$ cat src/sv/belu_pkg.sv
// Shared constants, codes and control types of the Bezier envelope lookup.
`default_nettype none
package belu_pkg;

  // input item commands
  localparam logic [1:0] CMD_WR_ANCHOR = 2'd0;
  localparam logic [1:0] CMD_WR_CTRL   = 2'd1;
  localparam logic [1:0] CMD_QUERY     = 2'd2;

  // configuration register indexes
  localparam logic [2:0] CFG_RECT_LEFT   = 3'd0;
  localparam logic [2:0] CFG_RECT_TOP    = 3'd1;
  localparam logic [2:0] CFG_RECT_WIDTH  = 3'd2;
  localparam logic [2:0] CFG_RECT_HEIGHT = 3'd3;
  localparam logic [2:0] CFG_NUM_SEGS    = 3'd4;

  localparam logic [16:0] ONE_Q16  = 17'd65536;
  localparam logic [16:0] HALF_Q16 = 17'd32768;

  // micro-step counts
  localparam int BEZ_STEPS = 9;
  localparam int DIV_STEPS = 17;

  // datapath operations
  localparam logic [4:0] OP_NONE     = 5'd0;
  localparam logic [4:0] OP_TGT      = 5'd1;
  localparam logic [4:0] OP_SCMP     = 5'd2;
  localparam logic [4:0] OP_LDB      = 5'd3;
  localparam logic [4:0] OP_LDC      = 5'd4;
  localparam logic [4:0] OP_M_UU     = 5'd5;
  localparam logic [4:0] OP_M_UUU    = 5'd6;
  localparam logic [4:0] OP_M_UT     = 5'd7;
  localparam logic [4:0] OP_W1       = 5'd8;
  localparam logic [4:0] OP_M_TT     = 5'd9;
  localparam logic [4:0] OP_M_TTT    = 5'd10;
  localparam logic [4:0] OP_ACC0     = 5'd11;
  localparam logic [4:0] OP_ACC1     = 5'd12;
  localparam logic [4:0] OP_ACC2     = 5'd13;
  localparam logic [4:0] OP_CHECK    = 5'd14;
  localparam logic [4:0] OP_YDONE    = 5'd15;
  localparam logic [4:0] OP_DIV_INIT = 5'd16;
  localparam logic [4:0] OP_DIV_STEP = 5'd17;

  typedef struct packed {
    logic [4:0] op;
    logic       coord_y;   // curve evaluation works on y coordinates
    logic       res_load;  // load the result register
    logic       res_zero;  // result is all zero (write or unused command)
  } belu_cmd_t;

  typedef struct packed {
    logic eq;           // anchor lies exactly at the query position
    logic lt;           // anchor lies left of the query position
    logic conv;         // curve x within one pixel of the target
    logic div_trivial;  // level is zero or saturated, no division needed
    logic out_busy;     // result register still holds an untaken item
  } belu_status_t;

  // operation of each step of one cubic evaluation
  function automatic logic [4:0] bez_op(input logic [3:0] step);
    logic [4:0] op;
    case (step)
      4'd0: op = OP_M_UU;
      4'd1: op = OP_M_UUU;
      4'd2: op = OP_M_UT;
      4'd3: op = OP_W1;
      4'd4: op = OP_M_TT;
      4'd5: op = OP_M_TTT;
      4'd6: op = OP_ACC0;
      4'd7: op = OP_ACC1;
      4'd8: op = OP_ACC2;
      default: op = OP_NONE;
    endcase
    return op;
  endfunction

endpackage
`default_nettype wire

$ cat src/sv/belu_if.sv
// Stream interfaces of the input items and the result items.
`default_nettype none
interface belu_in_if;
  logic        valid;
  logic        ready;
  logic [1:0]  cmd;
  logic [4:0]  index;
  logic [15:0] point_x;
  logic [15:0] point_y;
  logic [16:0] position;

  modport source(output valid, cmd, index, point_x, point_y, position, input ready);
  modport sink(input valid, cmd, index, point_x, point_y, position, output ready);
endinterface

interface belu_out_if;
  logic        valid;
  logic        ready;
  logic [16:0] level;
  logic [15:0] marker_x;
  logic [15:0] marker_y;
  logic        converged;

  modport source(output valid, level, marker_x, marker_y, converged, input ready);
  modport sink(input valid, level, marker_x, marker_y, converged, output ready);
endinterface
`default_nettype wire

$ cat src/sv/bezier_envelope_lookup_unit.sv
// Top level of the Bezier envelope lookup: controller plus datapath.
//
//  channel  | direction | payload                                   | handshake
//  in_ch    | in        | cmd, index, point_x, point_y, position    | valid/ready
//  out_ch   | out       | level, marker_x, marker_y, converged      | valid/ready
//  cfg_*    | in        | cfg_index, cfg_data                       | cfg_we
//
// Write items go straight to the result step. A query searches the anchors, then
// bisects in x and evaluates y unless one matches; each cubic evaluation is nine
// steps, eight of them on the one shared multiplier; the level a 17-step divide.
// One item is worked on at a time; in_ch.ready is high only while idle.
// The result register holds a finished item while out_ch stalls; the next item
// may be accepted meanwhile. Synchronous active-low reset, no clearing pass.
`default_nettype none
module bezier_envelope_lookup_unit #(
  parameter int MAX_SEGMENTS   = 16,
  parameter int MAX_ITERATIONS = 16
) (
  input  wire logic        clk,
  input  wire logic        rst_n,
  belu_in_if.sink          in_ch,
  belu_out_if.source       out_ch,
  input  wire logic        cfg_we,
  input  wire logic [2:0]  cfg_index,
  input  wire logic [11:0] cfg_data
);
  localparam int AW = $clog2(MAX_SEGMENTS + 1);

  belu_pkg::belu_cmd_t    cmd;
  belu_pkg::belu_status_t st;
  logic [AW-1:0]          rd_addr;
  logic [AW-1:0]          n_segs;
  logic                   in_fire;

  assign in_fire = in_ch.valid && in_ch.ready;

  belu_ctrl #(
    .MAX_SEGMENTS  (MAX_SEGMENTS),
    .MAX_ITERATIONS(MAX_ITERATIONS)
  ) u_ctrl (
    .clk     (clk),
    .rst_n   (rst_n),
    .in_valid(in_ch.valid),
    .in_cmd  (in_ch.cmd),
    .in_ready(in_ch.ready),
    .n_segs  (n_segs),
    .st      (st),
    .cmd     (cmd),
    .rd_addr (rd_addr)
  );

  belu_dp #(.MAX_SEGMENTS(MAX_SEGMENTS)) u_dp (
    .clk          (clk),
    .rst_n        (rst_n),
    .in_fire      (in_fire),
    .in_cmd       (in_ch.cmd),
    .in_index     (in_ch.index),
    .in_point_x   (in_ch.point_x),
    .in_point_y   (in_ch.point_y),
    .in_position  (in_ch.position),
    .cfg_we       (cfg_we),
    .cfg_index    (cfg_index),
    .cfg_data     (cfg_data),
    .cmd          (cmd),
    .rd_addr      (rd_addr),
    .st           (st),
    .n_segs       (n_segs),
    .out_ready    (out_ch.ready),
    .out_valid    (out_ch.valid),
    .out_level    (out_ch.level),
    .out_marker_x (out_ch.marker_x),
    .out_marker_y (out_ch.marker_y),
    .out_converged(out_ch.converged)
  );
endmodule
`default_nettype wire

$ cat src/sv/belu_ram.sv
// Generic single-write, single-read RAM with registered read data.
`default_nettype none
module belu_ram #(
  parameter int WIDTH = 32,
  parameter int DEPTH = 16
) (
  input  wire logic                                          clk,
  input  wire logic                                          we,
  input  wire logic [((DEPTH > 1) ? $clog2(DEPTH) : 1)-1:0]  waddr,
  input  wire logic [WIDTH-1:0]                              wdata,
  input  wire logic [((DEPTH > 1) ? $clog2(DEPTH) : 1)-1:0]  raddr,
  output logic      [WIDTH-1:0]                              rdata
);
  logic [WIDTH-1:0] mem [DEPTH];

  always_ff @(posedge clk) begin
    if (we) begin
      mem[waddr] <= wdata;
    end
    rdata <= mem[raddr];
  end
endmodule
`default_nettype wire

$ cat src/sv/belu_ctrl.sv
// Controller: sequences anchor search, bisection, level division and result.
`default_nettype none
module belu_ctrl #(
  parameter int MAX_SEGMENTS   = 16,
  parameter int MAX_ITERATIONS = 16
) (
  input  wire logic                                   clk,
  input  wire logic                                   rst_n,
  input  wire logic                                   in_valid,
  input  wire logic [1:0]                             in_cmd,
  output logic                                        in_ready,
  input  wire logic [$clog2(MAX_SEGMENTS + 1)-1:0]    n_segs,
  input  wire belu_pkg::belu_status_t                 st,
  output belu_pkg::belu_cmd_t                         cmd,
  output logic      [$clog2(MAX_SEGMENTS + 1)-1:0]    rd_addr
);
  localparam int AW = $clog2(MAX_SEGMENTS + 1);
  localparam int KW = $clog2(MAX_ITERATIONS);

  localparam logic [3:0] S_IDLE  = 4'd0;
  localparam logic [3:0] S_TGT   = 4'd1;
  localparam logic [3:0] S_SRD   = 4'd2;
  localparam logic [3:0] S_SCMP  = 4'd3;
  localparam logic [3:0] S_LDA   = 4'd4;
  localparam logic [3:0] S_LDB   = 4'd5;
  localparam logic [3:0] S_LDC   = 4'd6;
  localparam logic [3:0] S_BEZ   = 4'd7;
  localparam logic [3:0] S_CHK   = 4'd8;
  localparam logic [3:0] S_YDONE = 4'd9;
  localparam logic [3:0] S_DINIT = 4'd10;
  localparam logic [3:0] S_DIV   = 4'd11;
  localparam logic [3:0] S_FIN   = 4'd12;

  logic [3:0]    state_r, state_nxt;
  logic [AW-1:0] i_r, i_nxt;
  logic [AW-1:0] seg_r, seg_nxt;
  logic [KW-1:0] k_r, k_nxt;
  logic [3:0]    bstep_r, bstep_nxt;
  logic [4:0]    dcnt_r, dcnt_nxt;
  logic          coord_r, coord_nxt;
  logic          zero_r, zero_nxt;
  logic [AW:0]   i_inc;

  assign in_ready = (state_r == S_IDLE);
  assign i_inc    = {1'b0, i_r} + {{AW{1'b0}}, 1'b1};

  // next state and commands
  always_comb begin
    state_nxt    = state_r;
    i_nxt        = i_r;
    seg_nxt      = seg_r;
    k_nxt        = k_r;
    bstep_nxt    = bstep_r;
    dcnt_nxt     = dcnt_r;
    coord_nxt    = coord_r;
    zero_nxt     = zero_r;
    cmd.op       = belu_pkg::OP_NONE;
    cmd.coord_y  = coord_r;
    cmd.res_load = 1'b0;
    cmd.res_zero = zero_r;
    rd_addr      = '0;
    unique case (state_r)
      S_IDLE: begin
        if (in_valid) begin
          if (in_cmd == belu_pkg::CMD_QUERY) begin
            zero_nxt  = 1'b0;
            state_nxt = S_TGT;
          end else begin
            zero_nxt  = 1'b1;
            state_nxt = S_FIN;
          end
        end
      end
      S_TGT: begin
        cmd.op    = belu_pkg::OP_TGT;
        i_nxt     = '0;
        seg_nxt   = '0;
        state_nxt = S_SRD;
      end
      S_SRD: begin
        rd_addr   = i_r;
        state_nxt = S_SCMP;
      end
      S_SCMP: begin
        cmd.op = belu_pkg::OP_SCMP;
        if (st.eq) begin
          state_nxt = S_DINIT;
        end else if (st.lt) begin
          seg_nxt = i_r;
          if (i_inc < {1'b0, n_segs}) begin
            i_nxt     = i_inc[AW-1:0];
            state_nxt = S_SRD;
          end else begin
            state_nxt = S_LDA;
          end
        end else begin
          state_nxt = S_LDA;
        end
      end
      S_LDA: begin
        rd_addr   = seg_r;
        state_nxt = S_LDB;
      end
      S_LDB: begin
        cmd.op    = belu_pkg::OP_LDB;
        rd_addr   = seg_r + {{(AW-1){1'b0}}, 1'b1};
        state_nxt = S_LDC;
      end
      S_LDC: begin
        cmd.op    = belu_pkg::OP_LDC;
        k_nxt     = '0;
        bstep_nxt = '0;
        coord_nxt = 1'b0;
        state_nxt = S_BEZ;
      end
      S_BEZ: begin
        cmd.op = belu_pkg::bez_op(bstep_r);
        if (bstep_r == 4'(belu_pkg::BEZ_STEPS - 1)) begin
          bstep_nxt = '0;
          state_nxt = coord_r ? S_YDONE : S_CHK;
        end else begin
          bstep_nxt = bstep_r + 4'd1;
        end
      end
      S_CHK: begin
        cmd.op = belu_pkg::OP_CHECK;
        if (st.conv || (k_r == KW'(MAX_ITERATIONS - 1))) begin
          coord_nxt = 1'b1;
        end else begin
          k_nxt = k_r + {{(KW-1){1'b0}}, 1'b1};
        end
        state_nxt = S_BEZ;
      end
      S_YDONE: begin
        cmd.op    = belu_pkg::OP_YDONE;
        state_nxt = S_DINIT;
      end
      S_DINIT: begin
        cmd.op   = belu_pkg::OP_DIV_INIT;
        dcnt_nxt = '0;
        state_nxt = st.div_trivial ? S_FIN : S_DIV;
      end
      S_DIV: begin
        cmd.op = belu_pkg::OP_DIV_STEP;
        if (dcnt_r == 5'(belu_pkg::DIV_STEPS - 1)) begin
          state_nxt = S_FIN;
        end else begin
          dcnt_nxt = dcnt_r + 5'd1;
        end
      end
      S_FIN: begin
        if (!st.out_busy) begin
          cmd.res_load = 1'b1;
          state_nxt    = S_IDLE;
        end
      end
      default: state_nxt = S_IDLE;
    endcase
  end

  // state registers
  always_ff @(posedge clk) begin
    if (!rst_n) begin
      state_r <= S_IDLE;
      i_r     <= '0;
      seg_r   <= '0;
      k_r     <= '0;
      bstep_r <= '0;
      dcnt_r  <= '0;
      coord_r <= 1'b0;
      zero_r  <= 1'b0;
    end else begin
      state_r <= state_nxt;
      i_r     <= i_nxt;
      seg_r   <= seg_nxt;
      k_r     <= k_nxt;
      bstep_r <= bstep_nxt;
      dcnt_r  <= dcnt_nxt;
      coord_r <= coord_nxt;
      zero_r  <= zero_nxt;
    end
  end
endmodule
`default_nettype wire

$ cat src/sv/belu_dp.sv
// Datapath: point stores, configuration, shared multiplier, divider, result register.
`default_nettype none
module belu_dp #(
  parameter int MAX_SEGMENTS = 16
) (
  input  wire logic                                   clk,
  input  wire logic                                   rst_n,
  // accepted input item
  input  wire logic                                   in_fire,
  input  wire logic [1:0]                             in_cmd,
  input  wire logic [4:0]                             in_index,
  input  wire logic [15:0]                            in_point_x,
  input  wire logic [15:0]                            in_point_y,
  input  wire logic [16:0]                            in_position,
  // configuration
  input  wire logic                                   cfg_we,
  input  wire logic [2:0]                             cfg_index,
  input  wire logic [11:0]                            cfg_data,
  // controller
  input  wire belu_pkg::belu_cmd_t                    cmd,
  input  wire logic [$clog2(MAX_SEGMENTS + 1)-1:0]    rd_addr,
  output belu_pkg::belu_status_t                      st,
  output logic      [$clog2(MAX_SEGMENTS + 1)-1:0]    n_segs,
  // result register
  input  wire logic                                   out_ready,
  output logic                                        out_valid,
  output logic      [16:0]                            out_level,
  output logic      [15:0]                            out_marker_x,
  output logic      [15:0]                            out_marker_y,
  output logic                                        out_converged
);
  localparam int AW = $clog2(MAX_SEGMENTS + 1);
  localparam int CW = (MAX_SEGMENTS > 1) ? $clog2(MAX_SEGMENTS) : 1;

  // configuration registers
  logic [11:0] left_r, top_r, width_r, height_r;
  logic [4:0]  nseg_r;

  always_ff @(posedge clk) begin
    if (!rst_n) begin
      left_r   <= 12'd0;
      top_r    <= 12'd0;
      width_r  <= 12'd256;
      height_r <= 12'd256;
      nseg_r   <= 5'd1;
    end else if (cfg_we) begin
      case (cfg_index)
        belu_pkg::CFG_RECT_LEFT:   left_r   <= cfg_data;
        belu_pkg::CFG_RECT_TOP:    top_r    <= cfg_data;
        belu_pkg::CFG_RECT_WIDTH:  width_r  <= cfg_data;
        belu_pkg::CFG_RECT_HEIGHT: height_r <= cfg_data;
        belu_pkg::CFG_NUM_SEGS:    nseg_r   <= cfg_data[4:0];
        default: ;
      endcase
    end
  end

  // segment count clamped to 1..MAX_SEGMENTS
  always_comb begin
    if (nseg_r == 5'd0) begin
      n_segs = {{(AW-1){1'b0}}, 1'b1};
    end else if (32'(nseg_r) > MAX_SEGMENTS) begin
      n_segs = AW'(MAX_SEGMENTS);
    end else begin
      n_segs = AW'(nseg_r);
    end
  end

  // point stores
  logic        a_we, c_we;
  logic [31:0] wpoint, a_rdata, c_rdata;

  assign wpoint = {in_point_y, in_point_x};
  assign a_we = in_fire && (in_cmd == belu_pkg::CMD_WR_ANCHOR) &&
                (32'(in_index) < MAX_SEGMENTS + 1);
  assign c_we = in_fire && (in_cmd == belu_pkg::CMD_WR_CTRL) &&
                (32'(in_index) < MAX_SEGMENTS);

  belu_ram #(.WIDTH(32), .DEPTH(MAX_SEGMENTS + 1)) u_anchor_ram (
    .clk  (clk),
    .we   (a_we),
    .waddr(AW'(in_index)),
    .wdata(wpoint),
    .raddr(rd_addr),
    .rdata(a_rdata)
  );

  belu_ram #(.WIDTH(32), .DEPTH(MAX_SEGMENTS)) u_ctrl_ram (
    .clk  (clk),
    .we   (c_we),
    .waddr(CW'(in_index)),
    .wdata(wpoint),
    .raddr(CW'(rd_addr)),
    .rdata(c_rdata)
  );

  // working registers
  logic [16:0] pos_r;
  logic [28:0] target_r;
  logic [31:0] p0_r, c_r, p3_r;
  logic [16:0] t_r, tmin_r, tmax_r;
  logic [33:0] pa_r;
  logic [16:0] w0_r, w3_r;
  logic [17:0] w1_r;
  logic [35:0] acc_r;
  logic [15:0] y_r, mk_x_r, mk_y_r;
  logic        conv_r;
  logic [27:0] rem_r, dsh_r;
  logic [16:0] q_r;

  // shared multiplier
  logic [16:0] u;
  logic [33:0] mul_a;
  logic [17:0] mul_b;
  logic [51:0] prod;
  logic [15:0] p0c, cc, p3c;

  assign u   = belu_pkg::ONE_Q16 - t_r;
  assign p0c = cmd.coord_y ? p0_r[31:16] : p0_r[15:0];
  assign cc  = cmd.coord_y ? c_r[31:16]  : c_r[15:0];
  assign p3c = cmd.coord_y ? p3_r[31:16] : p3_r[15:0];

  always_comb begin
    case (cmd.op)
      belu_pkg::OP_TGT:   begin mul_a = {17'd0, pos_r}; mul_b = {6'd0, width_r}; end
      belu_pkg::OP_M_UU:  begin mul_a = {17'd0, u};     mul_b = {1'b0, u};       end
      belu_pkg::OP_M_UUU: begin mul_a = pa_r;           mul_b = {1'b0, u};       end
      belu_pkg::OP_M_UT:  begin mul_a = {17'd0, u};     mul_b = {1'b0, t_r};     end
      belu_pkg::OP_M_TT:  begin mul_a = {17'd0, t_r};   mul_b = {1'b0, t_r};     end
      belu_pkg::OP_M_TTT: begin mul_a = pa_r;           mul_b = {1'b0, t_r};     end
      belu_pkg::OP_ACC0:  begin mul_a = {17'd0, w0_r};  mul_b = {2'd0, p0c};     end
      belu_pkg::OP_ACC1:  begin mul_a = {16'd0, w1_r};  mul_b = {2'd0, cc};      end
      belu_pkg::OP_ACC2:  begin mul_a = {17'd0, w3_r};  mul_b = {2'd0, p3c};     end
      default:            begin mul_a = '0;             mul_b = '0;              end
    endcase
  end

  assign prod = 52'(mul_a) * 52'(mul_b);

  // anchor compare against the query position
  logic signed [16:0] dx;
  logic signed [29:0] d_ext, t_ext;
  assign dx    = $signed({1'b0, a_rdata[15:0]}) - $signed({1'b0, left_r, 4'd0});
  assign d_ext = {dx[16], dx, 12'd0};
  assign t_ext = {1'b0, target_r};

  // target x and bisection check
  logic [17:0]        rx;
  logic [15:0]        xt;
  logic signed [18:0] diff;
  logic [35:0]        w1_sum;
  assign rx     = {2'd0, left_r, 4'd0} + {1'b0, target_r[28:12]};
  assign xt     = acc_r[31:16];
  assign diff   = $signed({1'b0, rx}) - $signed({3'd0, xt});
  assign w1_sum = {2'd0, pa_r} + {1'b0, pa_r, 1'b0};

  // level numerator and saturation test
  logic signed [16:0] dy;
  logic [27:0]        num, hs;
  logic [11:0]        h;
  logic               nonpos, sat;
  assign dy     = $signed({1'b0, y_r}) - $signed({1'b0, top_r, 4'd0});
  assign nonpos = dy[16] || (dy == 17'sd0);
  assign num    = {dy[15:0], 12'd0};
  assign h      = (height_r == 12'd0) ? 12'd1 : height_r;
  assign hs     = {h, 16'd0};
  assign sat    = num > hs;

  always_comb begin
    st.eq          = (d_ext == t_ext);
    st.lt          = (d_ext < t_ext);
    st.conv        = (diff < 19'sd16) && (diff > -19'sd16);
    st.div_trivial = nonpos || sat;
    st.out_busy    = out_valid && !out_ready;
  end

  // datapath registers
  always_ff @(posedge clk) begin
    if (in_fire) begin
      pos_r <= (in_position > belu_pkg::ONE_Q16) ? belu_pkg::ONE_Q16 : in_position;
    end
    case (cmd.op)
      belu_pkg::OP_TGT: target_r <= prod[28:0];
      belu_pkg::OP_SCMP: begin
        if (st.eq) begin
          y_r    <= a_rdata[31:16];
          mk_x_r <= a_rdata[15:0];
          mk_y_r <= a_rdata[31:16];
          conv_r <= 1'b1;
        end
      end
      belu_pkg::OP_LDB: begin
        p0_r <= a_rdata;
        c_r  <= c_rdata;
      end
      belu_pkg::OP_LDC: begin
        p3_r   <= a_rdata;
        t_r    <= belu_pkg::HALF_Q16;
        tmin_r <= 17'd0;
        tmax_r <= belu_pkg::ONE_Q16;
      end
      belu_pkg::OP_M_UU:  pa_r <= prod[33:0];
      belu_pkg::OP_M_UUU: w0_r <= prod[48:32];
      belu_pkg::OP_M_UT:  pa_r <= prod[33:0];
      belu_pkg::OP_W1:    w1_r <= w1_sum[33:16];
      belu_pkg::OP_M_TT:  pa_r <= prod[33:0];
      belu_pkg::OP_M_TTT: w3_r <= prod[48:32];
      belu_pkg::OP_ACC0:  acc_r <= prod[35:0];
      belu_pkg::OP_ACC1:  acc_r <= acc_r + prod[35:0];
      belu_pkg::OP_ACC2:  acc_r <= acc_r + prod[35:0];
      belu_pkg::OP_CHECK: begin
        conv_r <= st.conv;
        if (!st.conv) begin
          if (diff > 19'sd0) begin
            tmin_r <= t_r;
            t_r    <= ((tmax_r - t_r) >> 1) + t_r;
          end else begin
            tmax_r <= t_r;
            t_r    <= t_r - ((t_r - tmin_r) >> 1);
          end
        end
      end
      belu_pkg::OP_YDONE: begin
        y_r    <= acc_r[31:16];
        mk_y_r <= acc_r[31:16];
        mk_x_r <= (rx > 18'd65535) ? 16'hFFFF : rx[15:0];
      end
      belu_pkg::OP_DIV_INIT: begin
        rem_r <= num;
        dsh_r <= hs;
        if (nonpos) begin
          q_r <= 17'd0;
        end else if (sat) begin
          q_r <= belu_pkg::ONE_Q16;
        end else begin
          q_r <= 17'd0;
        end
      end
      belu_pkg::OP_DIV_STEP: begin
        if (rem_r >= dsh_r) begin
          rem_r <= rem_r - dsh_r;
          q_r   <= {q_r[15:0], 1'b1};
        end else begin
          q_r   <= {q_r[15:0], 1'b0};
        end
        dsh_r <= dsh_r >> 1;
      end
      default: ;
    endcase
  end

  // result register
  always_ff @(posedge clk) begin
    if (!rst_n) begin
      out_valid <= 1'b0;
    end else if (cmd.res_load) begin
      out_valid <= 1'b1;
    end else if (out_ready) begin
      out_valid <= 1'b0;
    end
  end

  always_ff @(posedge clk) begin
    if (cmd.res_load) begin
      if (cmd.res_zero) begin
        out_level     <= 17'd0;
        out_marker_x  <= 16'd0;
        out_marker_y  <= 16'd0;
        out_converged <= 1'b0;
      end else begin
        out_level     <= q_r;
        out_marker_x  <= mk_x_r;
        out_marker_y  <= mk_y_r;
        out_converged <= conv_r;
      end
    end
  end
endmodule
`default_nettype wire
$ cat src/flat_wrapper.sv
// flat-port wrapper written by rule: the top's interface ports become plain ports
module bezier_envelope_lookup_unit_flat 
#(
  parameter int MAX_SEGMENTS   = 16,
  parameter int MAX_ITERATIONS = 16
)
  (clk, rst_n, cfg_we, cfg_index, cfg_data, in_ch_valid, in_ch_cmd, in_ch_index, in_ch_point_x, in_ch_point_y, in_ch_position, in_ch_ready, out_ch_valid, out_ch_level, out_ch_marker_x, out_ch_marker_y, out_ch_converged, out_ch_ready);
  belu_in_if in_ch_i ();
  belu_out_if out_ch_i ();
  input  wire logic clk;
  input  wire logic rst_n;
  input  wire logic cfg_we;
  input  wire logic [2:0] cfg_index;
  input  wire logic [11:0] cfg_data;
  input wire logic [$bits(in_ch_i.valid)-1:0] in_ch_valid;
  input wire logic [$bits(in_ch_i.cmd)-1:0] in_ch_cmd;
  input wire logic [$bits(in_ch_i.index)-1:0] in_ch_index;
  input wire logic [$bits(in_ch_i.point_x)-1:0] in_ch_point_x;
  input wire logic [$bits(in_ch_i.point_y)-1:0] in_ch_point_y;
  input wire logic [$bits(in_ch_i.position)-1:0] in_ch_position;
  output wire logic [$bits(in_ch_i.ready)-1:0] in_ch_ready;
  output wire logic [$bits(out_ch_i.valid)-1:0] out_ch_valid;
  output wire logic [$bits(out_ch_i.level)-1:0] out_ch_level;
  output wire logic [$bits(out_ch_i.marker_x)-1:0] out_ch_marker_x;
  output wire logic [$bits(out_ch_i.marker_y)-1:0] out_ch_marker_y;
  output wire logic [$bits(out_ch_i.converged)-1:0] out_ch_converged;
  input wire logic [$bits(out_ch_i.ready)-1:0] out_ch_ready;
  assign in_ch_i.valid = in_ch_valid;
  assign in_ch_i.cmd = in_ch_cmd;
  assign in_ch_i.index = in_ch_index;
  assign in_ch_i.point_x = in_ch_point_x;
  assign in_ch_i.point_y = in_ch_point_y;
  assign in_ch_i.position = in_ch_position;
  assign in_ch_ready = in_ch_i.ready;
  assign out_ch_valid = out_ch_i.valid;
  assign out_ch_level = out_ch_i.level;
  assign out_ch_marker_x = out_ch_i.marker_x;
  assign out_ch_marker_y = out_ch_i.marker_y;
  assign out_ch_converged = out_ch_i.converged;
  assign out_ch_i.ready = out_ch_ready;
  bezier_envelope_lookup_unit #(.MAX_SEGMENTS(MAX_SEGMENTS), .MAX_ITERATIONS(MAX_ITERATIONS)) u_core (.clk(clk), .rst_n(rst_n), .in_ch(in_ch_i), .out_ch(out_ch_i), .cfg_we(cfg_we), .cfg_index(cfg_index), .cfg_data(cfg_data));
endmodule
$ cat config.mk
export PLATFORM = sky130hd
export DESIGN_NAME = bezier_envelope_lookup_unit_flat
export DESIGN_NICKNAME = d
export VERILOG_FILES = /design/src/sv/belu_pkg.sv /design/src/sv/belu_if.sv /design/src/sv/bezier_envelope_lookup_unit.sv /design/src/sv/belu_ram.sv /design/src/sv/belu_ctrl.sv /design/src/sv/belu_dp.sv /design/src/flat_wrapper.sv
export SDC_FILE = /design/constraint.sdc
export NUM_CORES = 2
export LEC_CHECK = 0
export BUFFER_PORTS_ARGS = -buffer_cell sky130_fd_sc_hd__buf_2
export CAP_MARGIN = 20
export CORE_MARGIN = 3
export CORE_UTILIZATION = 33
export CTS_CLUSTER_SIZE = 30
export DETAILED_ROUTE_END_ITERATION = 8
export GPL_ROUTABILITY_DRIVEN = 0
export PLACE_DENSITY_LB_ADDON = 0.08
export SETUP_SLACK_MARGIN = 0.15
export SYNTH_ARGS = -nofsm -noshare
export SYNTH_HDL_FRONTEND = slang
export SYNTH_HIERARCHICAL = 1
export SYNTH_SLANG_ARGS = --single-unit
$ cat constraint.sdc
create_clock -name clk -period 19.7 [get_ports clk]
set_input_delay 2.955 -clock clk [delete_from_list [all_inputs] [get_ports clk]]
set_output_delay 2.955 -clock clk [all_outputs]
set_load 0.01 [all_outputs]
After elaboration in Yosys (flattened, before gate mapping)
Memories as Yosys holds them, arrays and structs flattened. A register that Yosys moved wholly into a read port is not among the register bits.
Cells that the tools add are included.
{ "word_totals": {"mem_bits_ro": 64, "ramBits": 1056, "word_cells": 247, "register_bits": 554, "output_inout_bits": 52, "n_memories": 3} }
{ "classes": {"n_reduce_logical": 52, "n_eq_ne": 54, "order_cmp": 12, "mul": 1, "add_sub_neg": 17, "mux": 71} }
{ "memory_table": {"columns": ["memory", "depth", "width", "rd", "rd_clocked_by_memory_dff", "write_ports", "line_no", "rtl"], "rows": [
  ["u_core.u_dp.u_anchor_ram.mem", 17, 32, 1, 1, 1, "belu_ram.sv:14", "logic [WIDTH-1:0] mem [DEPTH];"],
  ["u_core.u_dp.u_ctrl_ram.mem", 16, 32, 1, 1, 1, "belu_ram.sv:14", null],
  ["(no name shown)", 16, 4, 1, 1, 0, "belu_pkg.sv:62", "case (step)"]
]} }
{ "op_table": {"columns": ["operator", "count"], "rows": [
  ["case mux 34 bit (7 select lines)", 1],
  ["2-to-1 mux 17 bit", 8],
  ["case mux 17 bit (2 select lines)", 4],
  ["case mux 28 bit (2 select lines)", 2],
  ["case mux 17 bit (6 select lines)", 1],
  ["2-to-1 mux 16 bit", 6],
  ["case mux 36 bit (2 select lines)", 1],
  ["case mux 16 bit (2 select lines)", 2],
  ["multiplier 34 x 18 -> 49 bit", 1],
  ["case mux 4 bit (12 select lines)", 1],
  ["case mux 5 bit (9 select lines)", 1],
  ["2-to-1 mux 4 bit", 11],
  ["== test 5 x 4 -> 1 bit (second input constant)", 8],
  ["2-to-1 mux 5 bit", 8],
  ["adder 36 bit", 1],
  ["adder 34 bit", 1],
  ["subtractor 16 x 16 -> 17 bit", 2],
  ["subtractor 17 bit", 2],
  ["== test 29 x 30 -> 1 bit", 1],
  ["< comparator 29 x 30 -> 1 bit", 1],
  ["case mux 5 bit (2 select lines)", 3],
  ["== test 4 bit (second input constant)", 7],
  [">= comparator 28 bit", 1],
  ["> comparator 28 bit", 1],
  ["53 further kinds", 132]
]} }

Longest topological paths before layout
{ "logic_depth": {"ltp_word": 8, "ltp_mapped": 50} }

By module
The synthesis kept the hierarchy.
{ "modules_own_cells": {"columns": ["mod", "cells_per_inst", "seq_area_each_um2", "area_each_um2", "instances"], "rows": [
  ["belu_dp", 4853, 15104.5, 47247.8, 1],
  ["belu_ram at u_core.u_dp.u_anchor_ram", 913, 16976.3, 21603.2, 1],
  ["belu_ram at u_core.u_dp.u_ctrl_ram", 838, 16015.4, 19835.3, 1],
  ["belu_ctrl", 283, 660.6, 2238.4, 1],
  ["bezier_envelope_lookup_unit", 1, 0.0, 6.3, 1]
]} }

Worst setup path before layout
Ideal clock, no wire load.
{ "synth_timing": {"path_kind": "reg2reg", "start": "reg u_core.u_ctrl.state_r[2]", "end": "reg u_core.u_dp.acc_r[31], data pin", "setup_time_ns": 0.263, "arrival_ns": 11.710, "setup_slack_ns": 7.728, "period_less_slack_ns": 11.972, "path_buffers": 2, "path_stages_with_launch": 39, "cell_sequence": "dfxtp_1 buf_2 clkbuf_1 a21oi_1 o21ai_0 nand2_1 or3b_2 o21ai_0 nand2_1 nand2_1 or2_0 nand2_1 fa_1 fa_1 inv_1 fa_1 fa_1 fa_1 [... 3 more ...] ha_1 nand3_1 or4b_1 a41oi_1 o21ai_0 a21boi_0 nor2_1 ha_1 inv_1 o21bai_1 o21ai_0 a221oi_1 nor4_1 nor3_1 a211oi_1 a21oi_1 mux2i_1 xor2_1"} }
{ "synth_rtl": {"columns": ["element", "line_no", "rtl"], "rows": [
  ["from (decl)", "belu_ctrl.sv:34", "logic [3:0] state_r, state_nxt;"],
  ["from (signal assigned)", "belu_ctrl.sv:173", "state_r <= state_nxt;"],
  ["to (signal assigned)", "belu_dp.sv:208", "belu_pkg::OP_ACC0: acc_r <= prod[35:0];"],
  ["to (signal assigned)", "belu_dp.sv:209", "belu_pkg::OP_ACC1: acc_r <= acc_r + prod[35:0];"],
  ["to (signal assigned)", "belu_dp.sv:210", "belu_pkg::OP_ACC2: acc_r <= acc_r + prod[35:0];"],
  ["to (decl)", "belu_dp.sv:105", "logic [35:0] acc_r;"]
]} }

==> results by group <==
Run status
  – Status: finished, final reports clean

Setup path
  – Worst Setup Path Type: flop to flop
  – Slowest-stage cell, CP: o311a_1
  – CP peak stage delay: 0.98 ns
  – Critical Path RT: 20.25 ns
  – Worst path arrival time: around 14 ns
  – Crit-path max FO: 58
  – Crit start category: flop
  – CP Capture Type: flop
  – Most used cell, CP: fa_1

STA
  – RSZ-0062 raised after global routing: no
  – Hold slack: approximately 0.38 ns
  – Final hold violation count: 0
  – Final setup fails: 0
  – Worst slew pin tran: 1.16 ns
  – Clock Skew: 0.0574 ns
  – Max-slew violations: 0
  – Fmax: around 0.074 GHz
  – Relative slew slack: 22.4%
  – Final Critical Period: about 14 ns
  – Sum Neg Setup Slack: 0 ns
  – Fin crit share: around 69%

Placement
  – DPL Wire Length: around 200 mm
  – IO Port Bufs: approximately 130
  – Dpl cell area: 96300 um^2

Finish
  – # fillers: 26300
  – Fin nets: 7980
  – FF+latch area: 48800 um^2
  – Area added between synthesis and finish: 12.8%
  – Footprint of the multi-input gates: 38500 um^2
  – Final instance area: 103000 um^2
  – Layout cell share with drive strength beyond 1: 14.0%

Floorplanning
  – Initial Util: about 33%
  – Row count: 192
  – Die Wd: 531 um
  – Total die area: 282000 um^2
  – Core footprint: 274000 um^2
  – Num ports: 128
  – DIE HEIGHT: 531 um

Global route
  – Pin count of the biggest net entering global routing: between 100 and 150
  – Vias in the first global route: 57900
  – GR Overflow Total: 0
  – Overall routing resource usage: 20.5%
  – Antenna violations before repair: 38
  – First-pass GRT wire length: about 420 mm

Synth
  – Post-Syn Instances: 6888
  – Yosys warns: 6
  – Total nets after synthesis: about 8000
  – Main synth FF type: edfxtp_1
  – Share of synthesized registers carrying an async set or reset: 0%
  – Yosys cell types: 111
  – Synthesized area: just over 90000 um^2
  – Mean Syn Cell Area: 13.2 um^2
  – Yosys reg bits: 1674
  – Seq/Total Area, Yosys: 53.6%
  – Post-synth EDFFs: 1523

Clock tree
  – Total setup buffers inserted after CTS: 0
  – Reg clk slew, reported paths: 0.06 ns
  – CTS resizes: 0
  – H-Tree Depth: 4
  – Max clock buf depth: 4
  – Worst-Skew Late Latency: 0.83 ns
  – CTS Root Cell: clkbuf_16
  – CTS sink cnt: 1674
  – CTS buffer count: about 200
  – # hold bufs at CTS: 0
  – CTS tree: yes

Pwr
  – Static leakage power: 37.3 nW
  – Pwr/cell area: 112 nW/um^2
  – Total power: 11.5 mW
  – Worst vdd ir: 0.0663 mV

Routing
  – Post-DR vias/cell: 5.18
  – DR WL/cell: 26.8 um
  – Via count: 56000
  – Detailed Routing Iterations Pass 1: 6
  – # DRC: 0
  – Iter 0 DRT Violations: 4571
  – Routed Antenna Nets: 0
  – Final wirelength: 290 mm

Job
  – Max cap viols: 0

Worst hold path
  – HP Class: flop to flop
==> report_power, final <==
group | internal [mW] | total (mW) | switching, mW | leakage, nW
combinational | 1.26 | 3.63 | 2.37 | 19.3
sequential | 4.14 | 4.29 | 0.151 | 15.0
clock | 2.09 | 3.55 | 1.47 | 3.04
==> final timing paths <==
kind | start | end | slack, ns | depth (start not counted)
setup / recovery | u_core/u_ctrl/state_r[2]$_SDFFE_PN0P_ | u_core/u_dp/acc_r[31]$_DFFE_PP_ | 6.20 | 39
hold / removal | u_core/u_dp/u_ctrl_ram/rdata[28]$_DFF_P_ | u_core/u_dp/c_r[28]$_DFFE_PN_ | 0.38 | 0
setup reg to reg | u_core/u_ctrl/state_r[2]$_SDFFE_PN0P_ | u_core/u_dp/acc_r[31]$_DFFE_PP_ | 6.20 | 39
hold reg to reg | u_core/u_dp/u_ctrl_ram/rdata[28]$_DFF_P_ | u_core/u_dp/c_r[28]$_DFFE_PN_ | 0.38 | 0
==> metrics by stage <==
stage / worst slack, ns / cells / utilization (%)
3_3_place_gp: 6.48 / 10500 / 35.2
2_1_floorplan: 7.73 / 6888 / -
5_1_grt: 5.25 / 10800 / 37.5
3_5_place_dp: 6.26 / 10500 / 35.2
4_1_cts: 6.24 / 10800 / 37.4
6_report: 6.20 / 10800 / 37.5
==> area by class of cell <==
cell class / instances / area share (%)
flip-flops and latches: 1674 / 47.5
well taps: 3589 / 4.38
diodes: 4 / 0.00976
inverters: 726 / 2.66
repair buffers: 278 / 1.81
clock buffers: 247 / 5.13
clock inverters: 110 / 0.938
multi-input cells: 4190 / 37.6
==> synthesized netlist by cell type, drive strengths merged, types with 35 or more instances <==
| master | number | area (um^2) |
|---|---|---|
| xnor2 | 134 | 1180 |
| a21oi | 194 | 975 |
| and2 | 63 | 394 |
| o21a | 35 | 263 |
| ha | 348 | 4350 |
| edfxtp | 1523 | 45700 |
| a21o | 88 | 661 |
| nor2b | 127 | 795 |
| xor2 | 65 | 569 |
| mux2i | 43 | 430 |
| inv | 724 | 2720 |
| and3 | 41 | 257 |
| buf | 96 | 686 |
| nor2 | 484 | 1820 |
| a22oi | 124 | 931 |
| fa | 487 | 9750 |
| mux4 | 256 | 5790 |
| a21boi | 63 | 484 |
| nand2 | 720 | 2710 |
| nand3 | 61 | 310 |
| clkbuf | 202 | 758 |
| o22ai | 36 | 288 |
| dfxtp | 151 | 3020 |
| a221oi | 63 | 708 |
| nand2b | 36 | 225 |
| o21ai | 199 | 1000 |
| nor3 | 76 | 407 |
==> per-layer routing <==
metal	vias to the layer above	GRT usage (%)	wire length [um]
met2	1364	34.2	140000
met3	364	2.65	13000
met1	29200	28.0	128000
li1	25100	-	-
met5	-	0	41
met4	6	5.90	8880
==> state kept, by name (all words and copies together), names as in the netlist, 17 cells and up, named ones only <==
| name | cells |
|---|---|
| u_core/u_dp/u_ctrl_ram/rdata | 32 |
| u_core/u_dp/t_r | 17 |
| u_core/u_dp/w1_r | 18 |
| u_core/u_dp/w3_r | 17 |
| u_core/u_dp/rem_r | 28 |
| u_core/u_dp/out_level | 17 |
| u_core/u_dp/pa_r | 34 |
| u_core/u_dp/tmin_r | 17 |
| u_core/u_dp/tmax_r | 17 |
| u_core/u_dp/w0_r | 17 |
| u_core/u_dp/dsh_r | 28 |
| u_core/u_dp/pos_r | 17 |
| u_core/u_dp/p0_r | 32 |
| u_core/u_dp/p3_r | 32 |
| u_core/u_dp/acc_r | 32 |
| u_core/u_dp/u_anchor_ram/mem | 544 |
| u_core/u_dp/u_anchor_ram/rdata | 32 |
| u_core/u_dp/c_r | 32 |
| u_core/u_dp/q_r | 17 |
| u_core/u_dp/target_r | 29 |
| u_core/u_dp/u_ctrl_ram/mem | 512 |
==> critical path, delay by kind of cell (launching register included) <==
family          cells  cell delay, ns
mux                 1            0.24
xor+xnor            1            0.08
flops               1            0.87
simple gates       11            2.84
fa+ha+maj           8            3.82
buf+inv             5            0.93
compound gates     13            4.35
==> placed cells by master, fill, tap and decap left out, types with 43 or more instances in the layout <==
master,n
a21boi_0,59
a21o_1,88
a21oi_1,193
a22oi_1,124
and2_1,58
buf_2,127
buf_4,145
clkbuf_16,202
dfxtp_1,149
edfxtp_1,1523
fa_1,487
ha_1,348
inv_1,721
mux2i_1,43
mux4_2,249
nand2_1,717
nand3_1,60
nor2_1,447
nor2b_1,124
nor3_1,64
o21ai_0,180
xnor2_1,133
xor2_1,65
==> cell families (layout without fill, tap and decap cells) <==
kind of cell	count (synthesis)	count (layout)	synth area share (%)
other	0	4	0
adder cells (fa/ha/maj)	835	835	15.5
AND/OR/NAND/NOR	1767	1767	8.88
XOR/XNOR	199	199	1.93
flip-flops	1674	1674	53.6
AO/OA/AOI/OAI	1056	1056	8.22
multiplexers	333	333	7.26
buffers and inverters	1024	1361	4.58
Power figures use the tool's default switching activity.
